[config.mk]
export PLATFORM = sky130hd
export DESIGN_NAME = pmbh_fifo
export DESIGN_NICKNAME = d
export VERILOG_FILES = /design/src/pmbh_pkg.sv /design/src/pmbh_fifo.sv
export SDC_FILE = /design/constraint.sdc
export NUM_CORES = 1
export LEC_CHECK = 0
export BUFFER_PORTS_ARGS = -buffer_cell sky130_fd_sc_hd__buf_2
export CORE_MARGIN = 2
export CORE_UTILIZATION = 30
export CTS_BUF_LIST = sky130_fd_sc_hd__clkbuf_4
export CTS_CLUSTER_DIAMETER = 40
export DETAILED_ROUTE_END_ITERATION = 6
export PLACE_DENSITY_LB_ADDON = 0.1
export SYNTH_ARGS = -nofsm -noshare
export SYNTH_HDL_FRONTEND = slang
export SYNTH_SLANG_ARGS = --single-unit
[constraint.sdc]
create_clock -name clk -period 6.95 [get_ports clk]
set_input_delay 0.695 -clock clk [delete_from_list [all_inputs] [get_ports clk]]
set_output_delay 0.695 -clock clk [all_outputs]
set_load 0.03 [all_outputs]
[src/pmbh_pkg.sv]
package pmbh_pkg;

  // strip table
  localparam int STRIPS_DEFAULT = 16;
  localparam int STRIP_SEL_W    = 7;   // holds any strip count up to 127

  // field widths
  localparam int STRIP_W  = 4;
  localparam int PEAK_W   = 16;
  localparam int VOL_W    = 8;
  localparam int PX_W     = 8;
  localparam int AGE_W    = 8;
  localparam int FACTOR_W = 16;

  // configuration port
  localparam int CFG_W      = 16;
  localparam int CFG_ADDR_W = 2;

  typedef enum logic [CFG_ADDR_W-1:0] {
    CFG_METER_HEIGHT = 2'd0,
    CFG_FALL         = 2'd1,
    CFG_HOLD_FALL    = 2'd2,
    CFG_HOLD_FRAMES  = 2'd3
  } cfg_addr_t;

  localparam logic [PX_W-1:0]     RST_METER_HEIGHT = 8'd80;
  localparam logic [FACTOR_W-1:0] RST_FALL         = 16'd52429;
  localparam logic [FACTOR_W-1:0] RST_HOLD_FALL    = 16'd62915;
  localparam logic [AGE_W-1:0]    RST_HOLD_FRAMES  = 8'd30;

  typedef struct packed {
    logic [PX_W-1:0]     height;
    logic [FACTOR_W-1:0] fall;
    logic [FACTOR_W-1:0] hold_fall;
    logic [AGE_W-1:0]    hold_frames;
  } cfg_t;

  // peak thresholds, U2.14
  localparam logic [PEAK_W-1:0] SNAP_BELOW = 16'd17;
  localparam logic [PEAK_W-1:0] BAR_MIN    = 16'd2;
  localparam logic [PEAK_W-1:0] HOLD_MIN   = 16'd164;
  localparam logic [PEAK_W-1:0] PEAK_CLAMP = 16'd32768;
  localparam logic [VOL_W-1:0]  VOL_MIN    = 8'd2;

  // log2 / dB / pixel mapping
  localparam int L2_W = 22;
  localparam int DB_W = 18;
  localparam logic signed [L2_W-1:0] L2_OFFSET_PEAK = 22'sd917504;  // 14 fraction bits
  localparam logic signed [L2_W-1:0] L2_OFFSET_VOL  = 22'sd435412;  // log2(100)
  localparam logic [15:0]            DB_COEF_Q12    = 16'd24660;
  localparam logic signed [DB_W:0]   DB_LOW_Q8      = 19'sd12288;
  localparam logic [13:0]            DB_SPAN_Q8     = 14'd13824;
  // 13824 = 512 * 27: shift by 9, then divide by 27 through a reciprocal
  localparam int                     PX_SHIFT       = 9;
  localparam logic [13:0]            RECIP_27       = 14'd9709;   // floor(2^18 / 27)
  localparam logic [4:0]             DIV_27         = 5'd27;
  localparam int                     CONV_DEPTH     = 6;

  localparam logic [16:0] LOG2_TAB [17] = '{
    17'd0,     17'd5732,  17'd11136, 17'd16248, 17'd21098, 17'd25711,
    17'd30109, 17'd34312, 17'd38336, 17'd42196, 17'd45904, 17'd49472,
    17'd52911, 17'd56229, 17'd59434, 17'd62534, 17'd65536
  };

  localparam int QUEUE_DEPTH = 2;

  typedef struct packed {
    logic bar_on;
    logic hold_on;
    logic vol_on;
  } show_t;

  typedef struct packed {
    logic [STRIP_W-1:0] strip;
    show_t              show;
    logic [PEAK_W-1:0]  sp;
    logic [PEAK_W-1:0]  hp;
    logic [VOL_W-1:0]   vol;
  } item_t;

endpackage

[src/pmbh_fifo.sv]
module pmbh_fifo (
  input  logic             clk,
  input  logic             rst_n,
  input  logic             push_i,
  input  pmbh_pkg::item_t  push_data_i,
  output logic             full_o,
  input  logic             pop_i,
  output pmbh_pkg::item_t  pop_data_o,
  output logic             empty_o
);

  localparam int PTR_W = (pmbh_pkg::QUEUE_DEPTH > 1) ? $clog2(pmbh_pkg::QUEUE_DEPTH) : 1;
  localparam int CNT_W = $clog2(pmbh_pkg::QUEUE_DEPTH + 1);

  pmbh_pkg::item_t   slot_r [pmbh_pkg::QUEUE_DEPTH];
  logic [PTR_W-1:0]  wr_ptr_r;
  logic [PTR_W-1:0]  rd_ptr_r;
  logic [CNT_W-1:0]  count_r;
  logic              do_push;
  logic              do_pop;

  assign full_o     = (count_r == CNT_W'(pmbh_pkg::QUEUE_DEPTH));
  assign empty_o    = (count_r == '0);
  assign do_push    = push_i && !full_o;
  assign do_pop     = pop_i && !empty_o;
  assign pop_data_o = slot_r[rd_ptr_r];

  function automatic logic [PTR_W-1:0] ptr_inc(input logic [PTR_W-1:0] p);
    logic [PTR_W-1:0] nxt;
    nxt = (p == PTR_W'(pmbh_pkg::QUEUE_DEPTH - 1)) ? '0 : p + 1'b1;
    return nxt;
  endfunction

  always_ff @(posedge clk) begin
    if (!rst_n) begin
      wr_ptr_r <= '0;
      rd_ptr_r <= '0;
      count_r  <= '0;
    end else begin
      if (do_push) wr_ptr_r <= ptr_inc(wr_ptr_r);
      if (do_pop)  rd_ptr_r <= ptr_inc(rd_ptr_r);
      if (do_push && !do_pop)      count_r <= count_r + 1'b1;
      else if (do_pop && !do_push) count_r <= count_r - 1'b1;
    end
  end

  always_ff @(posedge clk) begin
    if (do_push) slot_r[wr_ptr_r] <= push_data_i;
  end

endmodule

==> out/qor.txt <==
Status: completed
Setup Viol. Count Final: 0
Dpl ws: 4440 ps
Distinct cell type count after synthesis: 21
Area grow syn2layout: 22.8%
Hold path endpoint: slot_r[0][31]$_DFFE_PP_
Combinational family with the most area after synthesis: multiplexers
CP Data Required Time: 6250 ps
Reg2reg start: count_r[0]$_SDFFE_PN0P_
Initial core utilization: 30.5%
Post-DRT Antenna Nets: 0
Hold buffer count at cts: 0
Layout cell share with drive strength beyond 1: 59.2%
Compound-cell area share of the yosys netlist: 0.896%
Root buf cell: clkbuf_4
R2r worst-path depth: 4
Global Route Usage Sum: 10.6%
Post-CTS Setup Inserts: 0
Setup slack after layout: 4040 ps
Post-DP HPWL: 4260 um
Max Buffers Root-to-Sink: 2
DRC: 0
Fin crit share: 41.8%
Die Y: 114 um
Flop pwr share: 47.5%
Worst vdd ir: 0.000124 V
Pwr dens: 373 nW/um2
Crit Path Class: reg -> out
Std-Cell Core Area: 11900 um2
Worst-path fanout max: 26
Leak pwr: 1.65 nW
Register bit total from synthesis: 99
Num CTS Buffers: 9
Final Hold Viols: 0
Initial DRC Count: 34
Post-Syn Nets: 223
Post-synthesis cell count: 171
Sw Ratio: 33.9%
Placed inst area: 4300 um2
Core Util, Final: 37.4%
Hold/Removal Path Class: in -> reg
Max-slew violations: 0
Register area: 2920 um2
Global-route wire length before repair: 10100 um
Synthesized area: 3630 um2
DR WL/cell: 15.5 um
Area share of and/or/nand/nor cells after synthesis: 1.52%
Vias per cell: 4.31
Syn. warnings: 0
Worst R2R Setup Slack: 4750 ps
Largest net degree at the start of global routing: 38
Fraction of synthesized area in multiplexers: 14.6%
Cts repair resizes: 0
Top-level I/O count: 100
Clk_skew: 11.3 ps
Layout fillers: 1162
Switching power: 0.000565 W
Post-route setup TNS: 0 ps
Clk network pwr share: 20.1%
Max cap viols: 0
Worst skew pair latency: 430 ps
Vias in the first global route: 1970
First-pass DRT Iterations: 4
CTS tree: built
# diodes: 0
CP arrival: 2210 ps
Final wirelength: 6680 um
Syn Area/Cell: 21.2 um2
RSZ-0062 raised after global routing: false
Clk sink count: 99
Internal: 0.00110 W
Comb power frac: 32.3%
Congestion Overflow GR: 0
Startpoint types: flip-flop
Die area: 13000 um2
H-Tree Depth: 3
Area of the multi-input gates: 663 um2
Hold Path Depth: 1
Worst Min Path Start: push_data_i[31]
Fraction of the mapped netlist area in adder cells: 0.345%
Fmax: 344 MHz
Final instance area: 4460 um2
Post-synthesis sequential area ratio: 80.5%
R2r endpoint: slot_r[0][30]$_DFFE_PP_
Worst-Margin Slew: 677 ps
Port Buffer Count: 99
Row count: 40
Antenna violations before repair: 0
CP Capture Type: output port
Synth Area in XOR/XNOR: 0.724%
Final net count: 331
Width of the die: 114 um
GP Congestion: 0.689
Fin crit period: 2910 ps
Max_slew headroom: 54.7%
Reg clk slew, reported paths: 140 ps
Vias: 1856
==> metrics by stage <==
step / instances / power, W / hold WS (ps)
final: 431 / 0.00166 / 441
after global routing: 431 / 0.00176 / 393
after CTS: 431 / 0.00170 / 386
after detailed placement: 415 / 0.00136 / 530
after global placement: 415 / 0.00136 / 520
after floorplan: 171 / 0.00121 / 483
==> flip-flops by register name, indices dropped and copies added, names as in the netlist, named ones only <==
name and cells:
count_r 2, slot_r 94, rd_ptr_r 1, wr_ptr_r 1
==> how the worst max path moves through the flow <==
stage / from / endpoint / slack, ps / cells past startpoint
final: flip-flop / pop_data_o[31] / 4040 / 3
after global routing: flip-flop / pop_data_o[31] / 3870 / 3
after CTS: flip-flop / pop_data_o[31] / 3910 / 3
after detailed placement: push_i / slot_r[0][24]$_DFFE_PP_ / 4440 / 4
after global placement: push_i / slot_r[0][37]$_DFFE_PP_ / 4410 / 4
after floorplan: push_i / slot_r[0][0]$_DFFE_PP_ / 3870 / 2
==> cell usage in the layout (no fill, tap or decap) <==
cell and n:
o21ai_1 1, edfxtp_1 94, or3_1 1, nor2_1 2, mux2_2 47, ha_1 1, and2_1 3, xnor2_1 2
o21ai_0 1, clkinv_1 1, a21boi_0 1, and3_2 1, xor2_1 1, inv_2 1, a21boi_1 1, nor3_4 1
bufinv_16 2, o21a_1 1, buf_2 99, nand2b_1 1, clkbuf_4 12, dfxtp_1 4, clkinv_2 1, buf_4 3
dfxtp_2 1, inv_1 1
==> power by group through the flow <==
stage | Clock (W) | Sequential, W | Combinational (W)
after floorplan | 0 | 0.000783 | 0.000423
after global placement | 0 | 0.000806 | 0.000551
after detailed placement | 0 | 0.000807 | 0.000551
after CTS | 0.000353 | 0.000793 | 0.000553
after global routing | 0.000377 | 0.000801 | 0.000578
final | 0.000335 | 0.000791 | 0.000538
==> synthesized netlist by cell type (all sizes together) <==
master | instances | share of area [%]
nor3 | 1 | 0.28
buf | 5 | 1.2
o21a | 1 | 0.21
a21boi | 2 | 0.41
and2 | 3 | 0.52
xor2 | 1 | 0.24
or3 | 1 | 0.17
mux2 | 47 | 15
nand2b | 1 | 0.17
xnor2 | 2 | 0.48
o21ai | 2 | 0.28
and3 | 1 | 0.17
nor2 | 2 | 0.21
edfxtp | 94 | 78
inv | 2 | 0.21
ha | 1 | 0.34
dfxtp | 5 | 2.8
==> worst max-delay path, stage by stage (launching register included) <==
cell     delay, ps
dfxtp_2        740
buf_4          440
mux2_2         400
buf_2          180
==> per-layer routing <==
layer | track usage [%] | vias to the layer above | part of all wire (%) | wire length (um)
met3 | 2.55 | 8 | 5.1 | 342
met1 | 13.6 | 907 | 45 | 3010
met2 | 16.7 | 57 | 48 | 3210
met4 | 5.85 | 0 | 1.7 | 113
met5 | 0 | - | 0 | 0
li1 | - | 884 | - | -
==> cell type report <==
cell class	instances	area share, %
timing repair buffer	102	11.6
inverter	2	0.168
clock inverter	4	1.54
tap	147	4.13
sequential	99	65.6
multi-input combinational	65	14.9
clock buffer	12	2.02
==> cells by family (layout without fill, tap and decap cells) <==
| logic type | count (synthesis) | after routing |
|---|---|---|
| AO/OA/AOI/OAI | 5 | 5 |
| XOR/XNOR | 3 | 3 |
| adder cells (fa/ha/maj) | 1 | 1 |
| buffers and inverters | 7 | 120 |
| flip-flops | 99 | 99 |
| multiplexers | 47 | 47 |
| AND/OR/NAND/NOR | 9 | 9 |
No activity file was read; power rests on OpenSTA's default activity.
