**src/pmbh_pkg.sv**
```systemverilog
package pmbh_pkg;

  // strip table
  localparam int STRIPS_DEFAULT = 16;
  localparam int STRIP_SEL_W    = 7;   // holds any strip count up to 127

  // field widths
  localparam int STRIP_W  = 4;
  localparam int PEAK_W   = 16;
  localparam int VOL_W    = 8;
  localparam int PX_W     = 8;
  localparam int AGE_W    = 8;
  localparam int FACTOR_W = 16;

  // configuration port
  localparam int CFG_W      = 16;
  localparam int CFG_ADDR_W = 2;

  typedef enum logic [CFG_ADDR_W-1:0] {
    CFG_METER_HEIGHT = 2'd0,
    CFG_FALL         = 2'd1,
    CFG_HOLD_FALL    = 2'd2,
    CFG_HOLD_FRAMES  = 2'd3
  } cfg_addr_t;

  localparam logic [PX_W-1:0]     RST_METER_HEIGHT = 8'd80;
  localparam logic [FACTOR_W-1:0] RST_FALL         = 16'd52429;
  localparam logic [FACTOR_W-1:0] RST_HOLD_FALL    = 16'd62915;
  localparam logic [AGE_W-1:0]    RST_HOLD_FRAMES  = 8'd30;

  typedef struct packed {
    logic [PX_W-1:0]     height;
    logic [FACTOR_W-1:0] fall;
    logic [FACTOR_W-1:0] hold_fall;
    logic [AGE_W-1:0]    hold_frames;
  } cfg_t;

  // peak thresholds, U2.14
  localparam logic [PEAK_W-1:0] SNAP_BELOW = 16'd17;
  localparam logic [PEAK_W-1:0] BAR_MIN    = 16'd2;
  localparam logic [PEAK_W-1:0] HOLD_MIN   = 16'd164;
  localparam logic [PEAK_W-1:0] PEAK_CLAMP = 16'd32768;
  localparam logic [VOL_W-1:0]  VOL_MIN    = 8'd2;

  // log2 / dB / pixel mapping
  localparam int L2_W = 22;
  localparam int DB_W = 18;
  localparam logic signed [L2_W-1:0] L2_OFFSET_PEAK = 22'sd917504;  // 14 fraction bits
  localparam logic signed [L2_W-1:0] L2_OFFSET_VOL  = 22'sd435412;  // log2(100)
  localparam logic [15:0]            DB_COEF_Q12    = 16'd24660;
  localparam logic signed [DB_W:0]   DB_LOW_Q8      = 19'sd12288;
  localparam logic [13:0]            DB_SPAN_Q8     = 14'd13824;
  // 13824 = 512 * 27: shift by 9, then divide by 27 through a reciprocal
  localparam int                     PX_SHIFT       = 9;
  localparam logic [13:0]            RECIP_27       = 14'd9709;   // floor(2^18 / 27)
  localparam logic [4:0]             DIV_27         = 5'd27;
  localparam int                     CONV_DEPTH     = 6;

  localparam logic [16:0] LOG2_TAB [17] = '{
    17'd0,     17'd5732,  17'd11136, 17'd16248, 17'd21098, 17'd25711,
    17'd30109, 17'd34312, 17'd38336, 17'd42196, 17'd45904, 17'd49472,
    17'd52911, 17'd56229, 17'd59434, 17'd62534, 17'd65536
  };

  localparam int QUEUE_DEPTH = 2;

  typedef struct packed {
    logic bar_on;
    logic hold_on;
    logic vol_on;
  } show_t;

  typedef struct packed {
    logic [STRIP_W-1:0] strip;
    show_t              show;
    logic [PEAK_W-1:0]  sp;
    logic [PEAK_W-1:0]  hp;
    logic [VOL_W-1:0]   vol;
  } item_t;

endpackage

```
**src/pmbh_if.sv**
```systemverilog
interface pmbh_in_if;
  logic                            valid;
  logic                            ready;
  logic [pmbh_pkg::STRIP_W-1:0]    strip;
  logic [pmbh_pkg::PEAK_W-1:0]     live_peak;
  logic [pmbh_pkg::VOL_W-1:0]      volume_percent;

  modport source(output valid, strip, live_peak, volume_percent, input ready);
  modport sink(input valid, strip, live_peak, volume_percent, output ready);
endinterface


```
**src/pmbh_front.sv**
```systemverilog
module pmbh_front #(
  parameter int STRIPS = pmbh_pkg::STRIPS_DEFAULT
) (
  input  logic             clk,
  input  logic             rst_n,
  input  pmbh_pkg::cfg_t   cfg_i,
  pmbh_in_if.sink          in_ch,
  output logic             push_o,
  output pmbh_pkg::item_t  push_data_o,
  input  logic             full_i
);

  localparam int IDX_W = (STRIPS > 1) ? $clog2(STRIPS) : 1;

  typedef struct packed {
    logic [pmbh_pkg::PEAK_W-1:0] sp;
    logic [pmbh_pkg::PEAK_W-1:0] hp;
    logic [pmbh_pkg::AGE_W-1:0]  age;
  } entry_t;

  typedef enum logic {F_IDLE, F_UPDATE} state_t;

  state_t      state_r;
  entry_t      mem [STRIPS];
  logic [STRIPS-1:0] filled_r;
  entry_t      rd_r;
  logic        rd_filled_r;
  logic [pmbh_pkg::STRIP_W-1:0] strip_r;
  logic [pmbh_pkg::PEAK_W-1:0]  live_r;
  logic [pmbh_pkg::VOL_W-1:0]   vol_r;
  logic        in_range_r;
  logic [IDX_W-1:0] idx_r;

  logic [pmbh_pkg::STRIP_SEL_W-1:0] strip_ext;
  logic [IDX_W-1:0] idx;
  logic        in_range;
  logic        accept;
  logic        wr_en;

  entry_t      old_e;
  entry_t      new_e;
  logic [31:0] sp_prod;
  logic [31:0] hp_prod;
  logic [pmbh_pkg::PEAK_W-1:0] sp_dec;
  logic [pmbh_pkg::PEAK_W-1:0] hp_dec;
  logic [pmbh_pkg::AGE_W-1:0]  age_inc;
  logic [pmbh_pkg::PEAK_W-1:0] sp_clamped;

  assign strip_ext = pmbh_pkg::STRIP_SEL_W'(in_ch.strip);
  assign in_range  = strip_ext < pmbh_pkg::STRIP_SEL_W'(STRIPS);
  assign idx       = strip_ext[IDX_W-1:0];
  assign in_ch.ready = (state_r == F_IDLE);
  assign accept    = in_ch.valid && in_ch.ready;
  assign push_o    = (state_r == F_UPDATE) && !full_i;
  assign wr_en     = push_o && in_range_r;

  // never-written entries read as zero
  assign old_e = rd_filled_r ? rd_r : '0;

  always_comb begin
    sp_prod = {16'b0, old_e.sp} * {16'b0, cfg_i.fall};
    hp_prod = {16'b0, old_e.hp} * {16'b0, cfg_i.hold_fall};
    sp_dec  = (sp_prod[31:16] < pmbh_pkg::SNAP_BELOW) ? '0 : sp_prod[31:16];
    hp_dec  = (hp_prod[31:16] < pmbh_pkg::SNAP_BELOW) ? '0 : hp_prod[31:16];
    age_inc = (old_e.age == '1) ? old_e.age : old_e.age + 1'b1;

    new_e.sp = (live_r > old_e.sp) ? live_r : sp_dec;
    if (live_r > old_e.hp) begin
      new_e.hp  = live_r;
      new_e.age = '0;
    end else begin
      new_e.age = age_inc;
      new_e.hp  = (age_inc > cfg_i.hold_frames) ? hp_dec : old_e.hp;
    end

    sp_clamped = (new_e.sp > pmbh_pkg::PEAK_CLAMP) ? pmbh_pkg::PEAK_CLAMP : new_e.sp;

    push_data_o.strip        = strip_r;
    push_data_o.sp           = sp_clamped;
    push_data_o.hp           = new_e.hp;
    push_data_o.vol          = vol_r;
    push_data_o.show.bar_on  = in_range_r && (sp_clamped >= pmbh_pkg::BAR_MIN);
    push_data_o.show.hold_on = in_range_r && (new_e.hp >= pmbh_pkg::HOLD_MIN);
    push_data_o.show.vol_on  = in_range_r && (vol_r >= pmbh_pkg::VOL_MIN);
  end

  always_ff @(posedge clk) begin
    if (!rst_n) begin
      state_r  <= F_IDLE;
      filled_r <= '0;
    end else begin
      unique case (state_r)
        F_IDLE: begin
          if (accept) state_r <= F_UPDATE;
        end
        F_UPDATE: begin
          if (push_o) state_r <= F_IDLE;
        end
      endcase
      if (wr_en) filled_r[idx_r] <= 1'b1;
    end
  end

  // state memory: registered read on accept, write-back on push for in-range strips
  always_ff @(posedge clk) begin
    if (accept) begin
      rd_r        <= mem[idx];
      rd_filled_r <= filled_r[idx];
      strip_r     <= in_ch.strip;
      live_r      <= in_ch.live_peak;
      vol_r       <= in_ch.volume_percent;
      in_range_r  <= in_range;
      idx_r       <= idx;
    end
    if (wr_en) mem[idx_r] <= new_e;
  end

endmodule

```
**src/flat_wrapper.sv**
```systemverilog
// flat-port wrapper written by rule: the top's interface ports become plain ports
module pmbh_front_flat 
#(
  parameter int STRIPS = pmbh_pkg::STRIPS_DEFAULT
)
  (clk, rst_n, cfg_i, push_o, push_data_o, full_i, in_ch_valid, in_ch_strip, in_ch_live_peak, in_ch_volume_percent, in_ch_ready);
  pmbh_in_if in_ch_i ();
  input  logic clk;
  input  logic rst_n;
  input  pmbh_pkg::cfg_t cfg_i;
  output logic push_o;
  output pmbh_pkg::item_t push_data_o;
  input  logic full_i;
  input wire logic [$bits(in_ch_i.valid)-1:0] in_ch_valid;
  input wire logic [$bits(in_ch_i.strip)-1:0] in_ch_strip;
  input wire logic [$bits(in_ch_i.live_peak)-1:0] in_ch_live_peak;
  input wire logic [$bits(in_ch_i.volume_percent)-1:0] in_ch_volume_percent;
  output wire logic [$bits(in_ch_i.ready)-1:0] in_ch_ready;
  assign in_ch_i.valid = in_ch_valid;
  assign in_ch_i.strip = in_ch_strip;
  assign in_ch_i.live_peak = in_ch_live_peak;
  assign in_ch_i.volume_percent = in_ch_volume_percent;
  assign in_ch_ready = in_ch_i.ready;
  pmbh_front #(.STRIPS(STRIPS)) u_core (.clk(clk), .rst_n(rst_n), .cfg_i(cfg_i), .in_ch(in_ch_i), .push_o(push_o), .push_data_o(push_data_o), .full_i(full_i));
endmodule
```
**config.mk**
```make
export PLATFORM = sky130hd
export DESIGN_NAME = pmbh_front_flat
export DESIGN_NICKNAME = d
export VERILOG_FILES = /design/src/pmbh_pkg.sv /design/src/pmbh_if.sv /design/src/pmbh_front.sv /design/src/flat_wrapper.sv
export SDC_FILE = /design/constraint.sdc
export NUM_CORES = 2
export LEC_CHECK = 0
export BUFFER_PORTS_ARGS = -buffer_cell sky130_fd_sc_hd__buf_2
export CORE_MARGIN = 3
export CORE_UTILIZATION = 50
export CTS_CLUSTER_DIAMETER = 120
export DETAILED_ROUTE_END_ITERATION = 8
export GPL_TIMING_DRIVEN = 0
export PLACE_DENSITY_LB_ADDON = 0.1
export SLEW_MARGIN = 20
export SYNTH_ARGS = -nofsm -noshare
export SYNTH_HDL_FRONTEND = slang
export SYNTH_SLANG_ARGS = --single-unit
```
**constraint.sdc**
```tcl
create_clock -name clk -period 9.8 [get_ports clk]
set_input_delay 0.49 -clock clk [delete_from_list [all_inputs] [get_ports clk]]
set_output_delay 0.49 -clock clk [all_outputs]
set_load 0.01 [all_outputs]
```
==> flow_summary_export.csv <==
group,metric,value,unit
sta,min_period_over_period,0.977,
setup_path,worst_setup_path_start_kind,"register",
routing,routed-via-count,29582,
routing,viasPerCell,5.86,
power_and_ir_drop,finalPower,10900,uW
yosys,synth_cells,3463,
global_route,grt_antenna_before_repair,4,
power_and_ir_drop,swShare,0.371,
finish,fill_cells,7412,
floorplan,core-area,0.0918,mm2
sta,min_period,9570,ps
floorplan,start_util,0.505,
finish,final_area,0.0528,mm2
clock_network,ctsLongestPathBuffers,3,
placed_design,dp_slack,-2400,ps
yosys,syn-num-nets,4172,
worst_hold_path,min_path_type,"primary input to register",
power_and_ir_drop,p_leak,0.0213,uW
clock_network,cts_root_buf,"clkbuf_16",
power_and_ir_drop,peakVddDrop,168,uV
global_route,grt_max_degree,27,
setup_path,worst_setup_path_end_kind,"output port",
sta,final_hold_viol_count,0,
finish,final_cells,5044,
routing,drt_iter0_markers,2776,
sta,maxSlewViolCount,0,
placed_design,dpl.hpwl,102000,um
finish,antennaDiodeCount,0,
yosys,ys_seq_area_frac,0.466,
yosys,ys_seq_elements,726,
status,status,"completed",
clock_network,clk_pin_slew_worst_paths,50,ps
setup_path,crit_required,9310,ps
sta,slew-limit-headroom,0.284,
routing,drtPass1Iterations,5,
finish,area_delta_synth_final,13.9,%
sta,max_freq,104,MHz
routing,dr_wl_met2,66700,um
floorplan,io_pins,129,
clock_network,insertion_delay,670,ps
global_route,globalRouteOverflowTotal,0,
yosys,synthFlopType,"edfxtp_1",
yosys,yosys.area.top_type,"edfxtp_1",
clock_network,cts_tree,"yes",
setup_path,worst-path-max-fanout,10,
routing,drtAntennaViolNets,0,
yosys,synth_top_area_share,0.459,
placed_design,numPortBuffers,119,
finish,mostFrequentLayoutCells,"edfxtp_1 (709), inv_1 (507), nand2_1 (397), fa_1 (386), ha_1 (240)",
setup_path,crit_type,"register to output port",
yosys,synthesis.area_per_instance,13.4,um2
setup_path,max_stage_delay,580,ps
placed_design,placed_area,0.0497,mm2
floorplan,die_y,311,um
routing,wl_met1,56100,um
clock_network,htreeDepth,3,
job,max_cap_viol_count,0,
floorplan,num_rows,111,
finish,final_common_cell,"edfxtp_1",
finish,drive_gt1_frac,0.183,
yosys,ys_types,82,
yosys,yosysWarnings,0,
routing,post-route-drc-count,0,
setup_path,cp.arrival,9080,ps
clock_network,numCtsBuffers,78,
yosys,synth_area_leaders,"edfxtp_1 (46%), fa_1 (17%), mux4_2 (10%), ha_1 (6.6%), inv_1 (4.1%)",
yosys,syn-cell-area,0.0464,mm2
placed_design,finalWeightedCongestion,0.935,
routing,drt-wirelength-per-cell,27.0,um
setup_path,cp_slowest_cell,"fa_1",
clock_network,clkSinkCount,726,
routing,wl,136000,um
setup_path,crit_top_cell,"fa_1",
global_route,grt_pass1_wl,204000,um
sta,rsz0062_at_grt,"true",
power_and_ir_drop,sequentialPowerShare,0.350,
power_and_ir_drop,internal-power,6840,uW
finish,finalNetCount,4448,
power_and_ir_drop,p_per_area,206,mW/mm2
floorplan,die_area,0.0965,mm2
yosys,async_flop_share,0,
global_route,grtUsageTotal,0.286,
sta,skew,53.5,ps
sta,finalSetupTns,0,ps
sta,setup_ws,225,ps
yosys,synth_edf_count,709,
sta,worst_slew_pin_slew,1070,ps
placed_design,dp.cells,4887,
power_and_ir_drop,power_frac_clock,0.264,
power_and_ir_drop,power_switching,4040,uW
sta,finalSetupViolCount,0,
floorplan,die_w,311,um
power_and_ir_drop,comb_power_share,0.386,
global_route,grt_pass1_vias,31672,
routing,wl_met3,9090,um
routing,top_layer,"met5",
-- path summary, 6_finish.rpt --
kind,from,endpoint,slack (ps),cells past startpoint
worst max-delay path,u_core.rd_filled_r,push_data_o[42],230,28
worst min-delay path,in_ch_live_peak[8],u_core.live_r[8],50,1
worst max register to register,u_core.rd_filled_r,u_core.mem[13][11],1230,28
worst min register to register,u_core.filled_r[14],u_core.filled_r[14],460,1
-- routing by layer --
metal,vias up,global-route usage
li1,12744,-
met1,15359,0.396
met2,1234,0.475
met3,243,0.0396
met4,2,0.0897
met5,-,0
-- area by class of cell --
cell class | instances | area [um2] | area share
multi-input cells | 2039 | 22500 | 0.425
clock inverters | 53 | 533 | 0.0101
well taps | 1243 | 1560 | 0.0294
plain buffers | 173 | 886 | 0.0168
flip-flops and latches | 726 | 21600 | 0.409
inverters | 510 | 1930 | 0.0366
clock buffers | 89 | 1990 | 0.0377
repair buffers | 211 | 1840 | 0.0349
-- Yosys cell counts (all sizes together) (19+ instances only) --
cell and instances:
edfxtp 709, inv 510, nand2 397, fa 386
ha 243, and3 214, mux4 205, clkbuf 150
a21oi 78, nor2 71, o21ai 61, and2 56
buf 38, nor3 29, nand4 28, nand3 25
mux2i 23, o21a 19
-- cells by family after synthesis --
family,count (synthesis),synth area share
AO/OA/AOI/OAI,260,0.0367
XOR/XNOR,34,0.00642
adder cells (fa/ha/maj),629,0.232
buffers and inverters,698,0.0582
flip-flops,726,0.466
multiplexers,237,0.107
AND/OR/NAND/NOR,879,0.0937
-- worst max-delay path: cells and delay by family (launching register included) --
kind,cells,cell delay (ps)
flops,1,320
simple gates,4,1370
compound gates,6,1510
buf+inv,10,1570
fa+ha+maj,7,3440
xor+xnor,1,210
-- through the flow --
step,hold slack [ps],util
2_1_floorplan,435,-
3_3_place_gp,441,0.529
3_5_place_dp,450,0.541
4_1_cts,4.56,0.574
5_1_grt,24.2,0.576
6_report,45.3,0.576
-- sequential cells by signal (all words and copies together) (netlist names) --
| register | cells |
|---|---|
| u_core.state_r | 1 |
| u_core.mem | 640 |
| u_core.live_r | 16 |
| u_core.filled_r | 16 |
| u_core.vol_r | 8 |
| u_core.rd_r | 40 |
| u_core.strip_r | 4 |
| u_core.rd_filled_r | 1 |
-- power by group through the flow --
stage / Clock, uW / Combinational, uW / Sequential [uW]
after global placement: 0 / 3830 / 3880
after floorplan: 0 / 2630 / 3820
after CTS: 2930 / 4080 / 3800
after global routing: 3050 / 4610 / 3800
final: 2870 / 4200 / 3800
after detailed placement: 0 / 3940 / 3870
-- what timing repair did --
item,4_1_cts,5_1_grt
endpoints found under the setup margin,466,16
resized for setup,91,78
cloned,0,0
buffers inserted,6,4
hold buffers,20,0
pin swaps,3,4
endpoints found under the hold margin,20,0
Note: power is estimated with default switching activity, not from simulation.
