File: src/pmbh_pkg.sv
package pmbh_pkg;

  // strip table
  localparam int STRIPS_DEFAULT = 16;
  localparam int STRIP_SEL_W    = 7;   // holds any strip count up to 127

  // field widths
  localparam int STRIP_W  = 4;
  localparam int PEAK_W   = 16;
  localparam int VOL_W    = 8;
  localparam int PX_W     = 8;
  localparam int AGE_W    = 8;
  localparam int FACTOR_W = 16;

  // configuration port
  localparam int CFG_W      = 16;
  localparam int CFG_ADDR_W = 2;

  typedef enum logic [CFG_ADDR_W-1:0] {
    CFG_METER_HEIGHT = 2'd0,
    CFG_FALL         = 2'd1,
    CFG_HOLD_FALL    = 2'd2,
    CFG_HOLD_FRAMES  = 2'd3
  } cfg_addr_t;

  localparam logic [PX_W-1:0]     RST_METER_HEIGHT = 8'd80;
  localparam logic [FACTOR_W-1:0] RST_FALL         = 16'd52429;
  localparam logic [FACTOR_W-1:0] RST_HOLD_FALL    = 16'd62915;
  localparam logic [AGE_W-1:0]    RST_HOLD_FRAMES  = 8'd30;

  typedef struct packed {
    logic [PX_W-1:0]     height;
    logic [FACTOR_W-1:0] fall;
    logic [FACTOR_W-1:0] hold_fall;
    logic [AGE_W-1:0]    hold_frames;
  } cfg_t;

  // peak thresholds, U2.14
  localparam logic [PEAK_W-1:0] SNAP_BELOW = 16'd17;
  localparam logic [PEAK_W-1:0] BAR_MIN    = 16'd2;
  localparam logic [PEAK_W-1:0] HOLD_MIN   = 16'd164;
  localparam logic [PEAK_W-1:0] PEAK_CLAMP = 16'd32768;
  localparam logic [VOL_W-1:0]  VOL_MIN    = 8'd2;

  // log2 / dB / pixel mapping
  localparam int L2_W = 22;
  localparam int DB_W = 18;
  localparam logic signed [L2_W-1:0] L2_OFFSET_PEAK = 22'sd917504;  // 14 fraction bits
  localparam logic signed [L2_W-1:0] L2_OFFSET_VOL  = 22'sd435412;  // log2(100)
  localparam logic [15:0]            DB_COEF_Q12    = 16'd24660;
  localparam logic signed [DB_W:0]   DB_LOW_Q8      = 19'sd12288;
  localparam logic [13:0]            DB_SPAN_Q8     = 14'd13824;
  // 13824 = 512 * 27: shift by 9, then divide by 27 through a reciprocal
  localparam int                     PX_SHIFT       = 9;
  localparam logic [13:0]            RECIP_27       = 14'd9709;   // floor(2^18 / 27)
  localparam logic [4:0]             DIV_27         = 5'd27;
  localparam int                     CONV_DEPTH     = 6;

  localparam logic [16:0] LOG2_TAB [17] = '{
    17'd0,     17'd5732,  17'd11136, 17'd16248, 17'd21098, 17'd25711,
    17'd30109, 17'd34312, 17'd38336, 17'd42196, 17'd45904, 17'd49472,
    17'd52911, 17'd56229, 17'd59434, 17'd62534, 17'd65536
  };

  localparam int QUEUE_DEPTH = 2;

  typedef struct packed {
    logic bar_on;
    logic hold_on;
    logic vol_on;
  } show_t;

  typedef struct packed {
    logic [STRIP_W-1:0] strip;
    show_t              show;
    logic [PEAK_W-1:0]  sp;
    logic [PEAK_W-1:0]  hp;
    logic [VOL_W-1:0]   vol;
  } item_t;

endpackage

File: src/pmbh_if.sv


interface pmbh_out_if;
  logic                            valid;
  logic                            ready;
  logic [pmbh_pkg::STRIP_W-1:0]    strip_out;
  logic [pmbh_pkg::PX_W-1:0]       bar_px;
  logic [pmbh_pkg::PX_W-1:0]       hold_px;
  logic                            hold_visible;
  logic [pmbh_pkg::PX_W-1:0]       volume_px;
  logic                            volume_visible;

  modport source(output valid, strip_out, bar_px, hold_px, hold_visible, volume_px,
                 volume_visible, input ready);
  modport sink(input valid, strip_out, bar_px, hold_px, hold_visible, volume_px,
               volume_visible, output ready);
endinterface

File: src/pmbh_conv.sv
module pmbh_conv (
  input  logic                               clk,
  input  logic                               en_i,
  input  logic [pmbh_pkg::PEAK_W-1:0]        x_i,
  input  logic signed [pmbh_pkg::L2_W-1:0]   offset_i,
  input  logic [pmbh_pkg::PX_W-1:0]          height_i,
  output logic [pmbh_pkg::PX_W-1:0]          px_o
);

  // s0: normalize
  logic [3:0]  msb;
  logic [15:0] norm;
  logic [3:0]  msb_r;
  logic [3:0]  tidx_r;
  logic [10:0] rem_r;
  logic signed [pmbh_pkg::L2_W-1:0] offset_r;

  // s1: table interpolation
  logic [16:0] lo;
  logic [16:0] hi;
  logic [16:0] diff;
  logic [23:0] interp_prod;
  logic [16:0] frac;
  logic signed [pmbh_pkg::L2_W-1:0] l2_nxt;
  logic signed [pmbh_pkg::L2_W-1:0] l2_r;

  // s2: dB
  logic signed [37:0] db_prod;
  logic signed [pmbh_pkg::DB_W-1:0] db_r;

  // s3: pixel scale
  logic signed [pmbh_pkg::DB_W:0] num_s;
  logic [13:0] num;
  logic [21:0] scale_nxt;
  logic [21:0] scale_r;

  // s4: divide by 27, reciprocal estimate
  logic [12:0] y;
  logic [26:0] q_prod;
  logic [12:0] y_r;
  logic [8:0]  q0_r;

  // s5: correction
  logic [12:0] q27;
  logic [12:0] rem27;
  logic [8:0]  q_fix;

  always_comb begin
    msb = '0;
    for (int i = 1; i < 16; i++) begin
      if (x_i[i]) msb = 4'(i);
    end
    norm = x_i << (4'd15 - msb);
  end

  always_comb begin
    lo          = pmbh_pkg::LOG2_TAB[tidx_r];
    hi          = pmbh_pkg::LOG2_TAB[{1'b0, tidx_r} + 5'd1];
    diff        = hi - lo;
    interp_prod = diff[12:0] * rem_r;
    frac        = lo + {4'b0, interp_prod[23:11]};
    l2_nxt      = $signed({2'b00, msb_r, 16'b0}) + $signed({5'b0, frac}) - offset_r;
  end

  assign db_prod = l2_r * $signed({1'b0, pmbh_pkg::DB_COEF_Q12[14:0]});

  always_comb begin
    num_s = $signed({db_r[pmbh_pkg::DB_W-1], db_r}) + pmbh_pkg::DB_LOW_Q8;
    if (num_s < 0) begin
      num = '0;
    end else if (num_s > $signed({5'b0, pmbh_pkg::DB_SPAN_Q8})) begin
      num = pmbh_pkg::DB_SPAN_Q8;
    end else begin
      num = num_s[13:0];
    end
    scale_nxt = {8'b0, num} * {14'b0, height_i};
  end

  assign y      = scale_r[21:pmbh_pkg::PX_SHIFT];
  assign q_prod = {14'b0, y} * {13'b0, pmbh_pkg::RECIP_27};

  always_comb begin
    q27   = 13'({4'b0, q0_r} * {8'b0, pmbh_pkg::DIV_27});
    rem27 = y_r - q27;
    q_fix = (rem27 >= {8'b0, pmbh_pkg::DIV_27}) ? q0_r + 1'b1 : q0_r;
  end

  always_ff @(posedge clk) begin
    if (en_i) begin
      msb_r    <= msb;
      tidx_r   <= norm[14:11];
      rem_r    <= norm[10:0];
      offset_r <= offset_i;
      l2_r     <= l2_nxt;
      db_r     <= db_prod[37:20];
      scale_r  <= scale_nxt;
      y_r      <= y;
      q0_r     <= q_prod[26:18];
      px_o     <= q_fix[pmbh_pkg::PX_W-1:0];
    end
  end

endmodule

File: src/pmbh_back.sv
module pmbh_back (
  input  logic             clk,
  input  logic             rst_n,
  input  pmbh_pkg::cfg_t   cfg_i,
  input  pmbh_pkg::item_t  head_i,
  input  logic             empty_i,
  output logic             pop_o,
  pmbh_out_if.source       out_ch
);

  localparam int D = pmbh_pkg::CONV_DEPTH;

  logic                          en;
  logic [D-1:0]                  valid_r;
  pmbh_pkg::show_t               show_r  [D];
  logic [pmbh_pkg::STRIP_W-1:0]  strip_r [D];

  logic [pmbh_pkg::PX_W-1:0]     bar_raw;
  logic [pmbh_pkg::PX_W-1:0]     hold_raw;
  logic [pmbh_pkg::PX_W-1:0]     vol_raw;
  logic [pmbh_pkg::PX_W-1:0]     marker_top;

  logic                          out_valid_r;
  logic [pmbh_pkg::STRIP_W-1:0]  out_strip_r;
  logic [pmbh_pkg::PX_W-1:0]     out_bar_r;
  logic [pmbh_pkg::PX_W-1:0]     out_hold_r;
  logic                          out_hold_vis_r;
  logic [pmbh_pkg::PX_W-1:0]     out_vol_r;
  logic                          out_vol_vis_r;

  // whole pipeline advances together, held while the output waits
  assign en    = !out_valid_r || out_ch.ready;
  assign pop_o = en && !empty_i;

  pmbh_conv u_conv_bar (
    .clk      (clk),
    .en_i     (en),
    .x_i      (head_i.sp),
    .offset_i (pmbh_pkg::L2_OFFSET_PEAK),
    .height_i (cfg_i.height),
    .px_o     (bar_raw)
  );

  pmbh_conv u_conv_hold (
    .clk      (clk),
    .en_i     (en),
    .x_i      (head_i.hp),
    .offset_i (pmbh_pkg::L2_OFFSET_PEAK),
    .height_i (cfg_i.height),
    .px_o     (hold_raw)
  );

  pmbh_conv u_conv_vol (
    .clk      (clk),
    .en_i     (en),
    .x_i      (pmbh_pkg::PEAK_W'(head_i.vol)),
    .offset_i (pmbh_pkg::L2_OFFSET_VOL),
    .height_i (cfg_i.height),
    .px_o     (vol_raw)
  );

  assign marker_top = (cfg_i.height == '0) ? '0 : cfg_i.height - 1'b1;

  always_ff @(posedge clk) begin
    if (!rst_n) begin
      valid_r     <= '0;
      out_valid_r <= 1'b0;
    end else if (en) begin
      valid_r     <= {valid_r[D-2:0], pop_o};
      out_valid_r <= valid_r[D-1];
    end
  end

  always_ff @(posedge clk) begin
    if (en) begin
      show_r[0]  <= head_i.show;
      strip_r[0] <= head_i.strip;
      for (int i = 1; i < D; i++) begin
        show_r[i]  <= show_r[i-1];
        strip_r[i] <= strip_r[i-1];
      end
      out_strip_r    <= strip_r[D-1];
      out_bar_r      <= !show_r[D-1].bar_on ? '0 :
                        (bar_raw > cfg_i.height) ? cfg_i.height : bar_raw;
      out_hold_r     <= !show_r[D-1].hold_on ? '0 :
                        (hold_raw > marker_top) ? marker_top : hold_raw;
      out_hold_vis_r <= show_r[D-1].hold_on;
      out_vol_r      <= !show_r[D-1].vol_on ? '0 :
                        (vol_raw > marker_top) ? marker_top : vol_raw;
      out_vol_vis_r  <= show_r[D-1].vol_on;
    end
  end

  assign out_ch.valid          = out_valid_r;
  assign out_ch.strip_out      = out_strip_r;
  assign out_ch.bar_px         = out_bar_r;
  assign out_ch.hold_px        = out_hold_r;
  assign out_ch.hold_visible   = out_hold_vis_r;
  assign out_ch.volume_px      = out_vol_r;
  assign out_ch.volume_visible = out_vol_vis_r;

endmodule

File: src/flat_wrapper.sv
// flat-port wrapper written by rule: the top's interface ports become plain ports
module pmbh_back_flat 
  (clk, rst_n, cfg_i, head_i, empty_i, pop_o, out_ch_valid, out_ch_strip_out, out_ch_bar_px, out_ch_hold_px, out_ch_hold_visible, out_ch_volume_px, out_ch_volume_visible, out_ch_ready);
  pmbh_out_if out_ch_i ();
  input  logic clk;
  input  logic rst_n;
  input  pmbh_pkg::cfg_t cfg_i;
  input  pmbh_pkg::item_t head_i;
  input  logic empty_i;
  output logic pop_o;
  output wire logic [$bits(out_ch_i.valid)-1:0] out_ch_valid;
  output wire logic [$bits(out_ch_i.strip_out)-1:0] out_ch_strip_out;
  output wire logic [$bits(out_ch_i.bar_px)-1:0] out_ch_bar_px;
  output wire logic [$bits(out_ch_i.hold_px)-1:0] out_ch_hold_px;
  output wire logic [$bits(out_ch_i.hold_visible)-1:0] out_ch_hold_visible;
  output wire logic [$bits(out_ch_i.volume_px)-1:0] out_ch_volume_px;
  output wire logic [$bits(out_ch_i.volume_visible)-1:0] out_ch_volume_visible;
  input wire logic [$bits(out_ch_i.ready)-1:0] out_ch_ready;
  assign out_ch_valid = out_ch_i.valid;
  assign out_ch_strip_out = out_ch_i.strip_out;
  assign out_ch_bar_px = out_ch_i.bar_px;
  assign out_ch_hold_px = out_ch_i.hold_px;
  assign out_ch_hold_visible = out_ch_i.hold_visible;
  assign out_ch_volume_px = out_ch_i.volume_px;
  assign out_ch_volume_visible = out_ch_i.volume_visible;
  assign out_ch_i.ready = out_ch_ready;
  pmbh_back u_core (.clk(clk), .rst_n(rst_n), .cfg_i(cfg_i), .head_i(head_i), .empty_i(empty_i), .pop_o(pop_o), .out_ch(out_ch_i));
endmodule
File: config.mk
export PLATFORM = sky130hd
export DESIGN_NAME = pmbh_back_flat
export DESIGN_NICKNAME = d
export VERILOG_FILES = /design/src/pmbh_pkg.sv /design/src/pmbh_if.sv /design/src/pmbh_conv.sv /design/src/pmbh_back.sv /design/src/flat_wrapper.sv
export SDC_FILE = /design/constraint.sdc
export NUM_CORES = 2
export LEC_CHECK = 0
export BUFFER_PORTS_ARGS = -buffer_cell sky130_fd_sc_hd__buf_2
export CAP_MARGIN = 10
export CORE_MARGIN = 2
export CORE_UTILIZATION = 45
export DETAILED_ROUTE_END_ITERATION = 6
export GPL_ROUTABILITY_DRIVEN = 1
export GPL_TIMING_DRIVEN = 0
export PLACE_DENSITY = 0.57
export SETUP_SLACK_MARGIN = 0.1
export SLEW_MARGIN = 40
export SYNTH_ARGS = -nofsm -noshare
export SYNTH_HDL_FRONTEND = slang
export SYNTH_HIERARCHICAL = 1
export SYNTH_SLANG_ARGS = --single-unit
export TNS_END_PERCENT = 30
File: constraint.sdc
create_clock -name clk -period 38.6 [get_ports clk]
set_input_delay 11.58 -clock clk [delete_from_list [all_inputs] [get_ports clk]]
set_output_delay 11.58 -clock clk [all_outputs]
set_load 0.03 [all_outputs]
==> run summary <==
DETAILED ROUTING
-------------------------------------------------------------------------------------------------
Avg WL per Cell                                                                          15.61 µm
WL met3                                                                                   4939 µm
Via density                                                                                 5.095
Antenna violation net count after detailed routing                                              0
Met2 Wirelength                                                                          79540 µm
Via count                                                                                  53.35k
Highest metal layer with signal wires                                                        met4
Length of the first detailed-routing pass in iterations                                         6
Count of routing violations after the opening detailed-route iteration                       2248
Routed Wire Length                                                                      163400 µm
Routed metal-1 wirelength                                                                75190 µm
Residual DRC                                                                                    0

TIMING
-------------------------------------------------------------------------------------------------
TNS Setup                                                                                    0 ps
Worst clock skew                                                                         19.77 ps
Pin slew with the least headroom to its limit                                            808.0 ps
Unrepaired setup endpoints after global routing                                                no
Highest attainable clock frequency                                                    0.04153 GHz
Final-layout worst hold slack                                                            416.2 ps
Finish-stage setup viols                                                                        0
Final min period                                                                         24080 ps
Final critical-path share of the clock period                                              62.39%
Number of endpoints with negative hold slack in the final report                                0
Max transition margin                                                                      45.64%
Max Slew Vio Count                                                                              0

WORST SETUP PATH
-------------------------------------------------------------------------------------------------
Critical path startpoint category                                                      input port
Critical path class                                                                        in2out
Type of element capturing the critical path                                           output port
Crit path DAT                                                                            12500 ps
Critical path fanouts, max                                                                      9
Required time of the worst setup path                                                    27020 ps

CLOCK NETWORK
-------------------------------------------------------------------------------------------------
Max clock buf depth                                                                             3
Post-CTS resize count                                                                           0
CTS tree                                                                                    built
Cell at the root of the clock tree                                                      clkbuf_16
Hold-fix buffer count after cts                                                                 0
Clock-pin slew on the worst setup and hold paths                                            70 ps
Clock latency at the later pin of the worst-skew pair                                      700 ps
Number of CTS-inserted buffers                                                                 61
Htree depth                                                                                     2
Count of clock tree sinks                                                                     451
Buffers inserted during post-CTS setup optimization                                             0

MIN PATH
-------------------------------------------------------------------------------------------------
Classification of the worst-slack hold path                                               reg2reg

SYNTHESIS
-------------------------------------------------------------------------------------------------
Share of synthesized area spent on multiplexers                                            1.760%
Number of distinct library cell variants in the gate-level netlist after synthesis             97
Dominant cell by count in the synthesized netlist                                           inv_1
Cell taking the most area after synthesis                                                    fa_1
Simple logic cell fraction of the synthesized area                                         11.83%
Count of flip-flops with a built-in enable after synthesis                                    444
Mean instance size in the synthesized netlist                                           9.701 µm²
Compound-Gate Fraction of Synth Area                                                       8.494%
Combined area of all synthesized cells                                                  77070 µm²
Count of state elements after synthesis                                                       451
Syn Inst Count                                                                               7945
XOR/XNOR share of the synthesized area                                                     3.817%
Sequential area share after synthesis                                                      17.48%
Synth Warn #                                                                                    6
Area contributors post-synth                                                         fa_1 (25%), ha_1 (23%), edfxtp_1 (17%), inv_1 (8.0%), xnor2_1 (2.7%)
Commonest cells in the netlist                                                       inv_1 (1647), ha_1 (1386), fa_1 (963)
Most used flip-flop cell after synthesis                                                 edfxtp_1
Post-synth top area share                                                                  25.01%
Dominant combinational cell family by area after synthesis                            adder cells
Share of flip-flops with an asynchronous set or reset after synthesis                          0%
Adder-Cell Fraction of Synth Area                                                          47.51%

PLACE
-------------------------------------------------------------------------------------------------
Final Wtd Congestion                                                                       0.8897
Port bufs                                                                                      87
Number of cells in the design after placement                                              10.35k
Hpwl dp                                                                                 136600 µm

FINAL LAYOUT
-------------------------------------------------------------------------------------------------
Fraction of layout instances using a drive strength above 1                                3.782%
Final core utilization                                                                     48.81%
Area growth syn-to-layout                                                                  7.562%
Fill cell total of the finished layout                                                     15.92k
Final #Nets                                                                                10.65k
Layout Cells excl Fill                                                                     10.47k

FLOORPLANNING
-------------------------------------------------------------------------------------------------
Initial cell density of the core                                                           45.38%
I/O pin total                                                                                 131
Floorplan Core Area                                                                    169800 µm²
Die span in y                                                                            417.8 µm
Area enclosed by the die boundary                                                      174600 µm²
Die W                                                                                    417.8 µm
Count of standard-cell rows                                                                   151

GLOBAL ROUTING
-------------------------------------------------------------------------------------------------
Sum of overflow across all layers after global routing                                          0
Antenna violations before repair                                                                2
Pin count of the biggest net entering global routing                                           82
Number of global-route vias before repair                                                  56.13k
Total global-route track usage                                                             19.24%
Global-route wire length before repair                                                  278300 µm

OUTCOME
-------------------------------------------------------------------------------------------------
Outcome                                                                              finished clean

RUN
-------------------------------------------------------------------------------------------------
Max-capacitance violation count                                                                 0

-- worst max-delay path, cell delays in order --
cell      delay, ps
buf_2           100
nor2b_1          90
clkbuf_1        410
nor2_1          110
buf_2           200
-- path summary, 6_finish.rpt --
path	start	to	slack, ps	depth (start not counted)
min	u_core/show_r[0][2]	u_core/show_r[1][2]	420	0
max reg2reg	u_core/u_conv_hold/tidx_r[0]	u_core/u_conv_hold/l2_r[21]	24210	50
min reg2reg	u_core/show_r[0][2]	u_core/show_r[1][2]	420	0
max	out_ch_ready	pop_o	14520	5
-- final cells by class --
class,count,area (µm²),share of cell area (%)
multi-input cells,5732,56990,68.75
diodes,4,10.01,0.01207
flip-flops and latches,451,13470,16.25
inverters,1652,6208,7.489
clock buffers,74,1618,1.952
well taps,2218,2775,3.348
plain buffers,205,812.0,0.9795
clock inverters,37,369.1,0.4452
repair buffers,98,644.4,0.7773
-- kinds of logic (layout without fill, tap and decap cells) --
kind of cell	Yosys count	in the layout
fa+ha+maj	2349	2349
buf+inv	1857	2066
simple gates	1837	1837
compound gates	990	990
flops	451	451
xor+xnor	335	335
mux	124	124
other cells	2	101
-- state kept, by name (all words and copies together) (netlist names), 11 cells and up --
name / flops
u_core/strip_r: 24
u_core/u_conv_bar/l2_r: 22
u_core/u_conv_bar/offset_r: 22
u_core/u_conv_hold/l2_r: 22
u_core/u_conv_hold/offset_r: 22
u_core/u_conv_vol/l2_r: 22
u_core/u_conv_vol/offset_r: 22
u_core/show_r: 18
u_core/u_conv_bar/db_r: 18
u_core/u_conv_hold/db_r: 18
u_core/u_conv_vol/db_r: 18
u_core/u_conv_bar/scale_r: 13
u_core/u_conv_bar/y_r: 13
u_core/u_conv_hold/scale_r: 13
u_core/u_conv_hold/y_r: 13
u_core/u_conv_vol/scale_r: 13
u_core/u_conv_vol/y_r: 13
u_core/u_conv_bar/rem_r: 11
u_core/u_conv_hold/rem_r: 11
u_core/u_conv_vol/rem_r: 11
-- cells in the final DEF, fill, tap and decap left out, types with 15 or more instances in the layout --
cell	netlist	final
a211oi_1	35	35
a21boi_0	33	33
a21o_1	79	79
a21oi_1	299	299
a221oi_1	16	16
a31oi_1	32	32
and2_1	226	226
and3_1	173	173
buf_1	16	16
buf_2	10	97
clkbuf_1	174	185
clkbuf_16	0	63
conb_1	2	97
edfxtp_1	444	444
fa_1	963	963
ha_1	1386	1386
inv_1	1647	1643
mux2_2	22	22
mux2i_1	95	95
nand2_1	518	518
nand2b_1	66	66
nand3_1	212	212
nand4_1	25	25
nor2_1	328	328
nor2b_1	80	80
nor3_1	100	99
nor4_1	19	17
o211ai_1	31	31
o21a_1	44	44
o21ai_0	188	188
o21bai_1	29	29
or2_2	15	15
or3_1	18	18
xnor2_1	240	240
xor2_1	94	94
-- metrics by stage --
stage	setup slack (ps)	area, µm²
2_1_floorplan	14790	77430
3_3_place_gp	13200	80640
3_5_place_dp	14510	80870
4_1_cts	14510	82850
5_1_grt	14400	82890
6_report	14520	82900
-- metal layers --
layer | GRT usage, % | vias to the layer above
li1 | - | 26580
met1 | 25.47 | 25850
met2 | 33.92 | 723
met3 | 1.751 | 191
met4 | 4.559 | 0
met5 | 0 | -
Power is not shown: default switching activity piles up to over one toggle a cycle in this logic, so the estimate is an artifact.
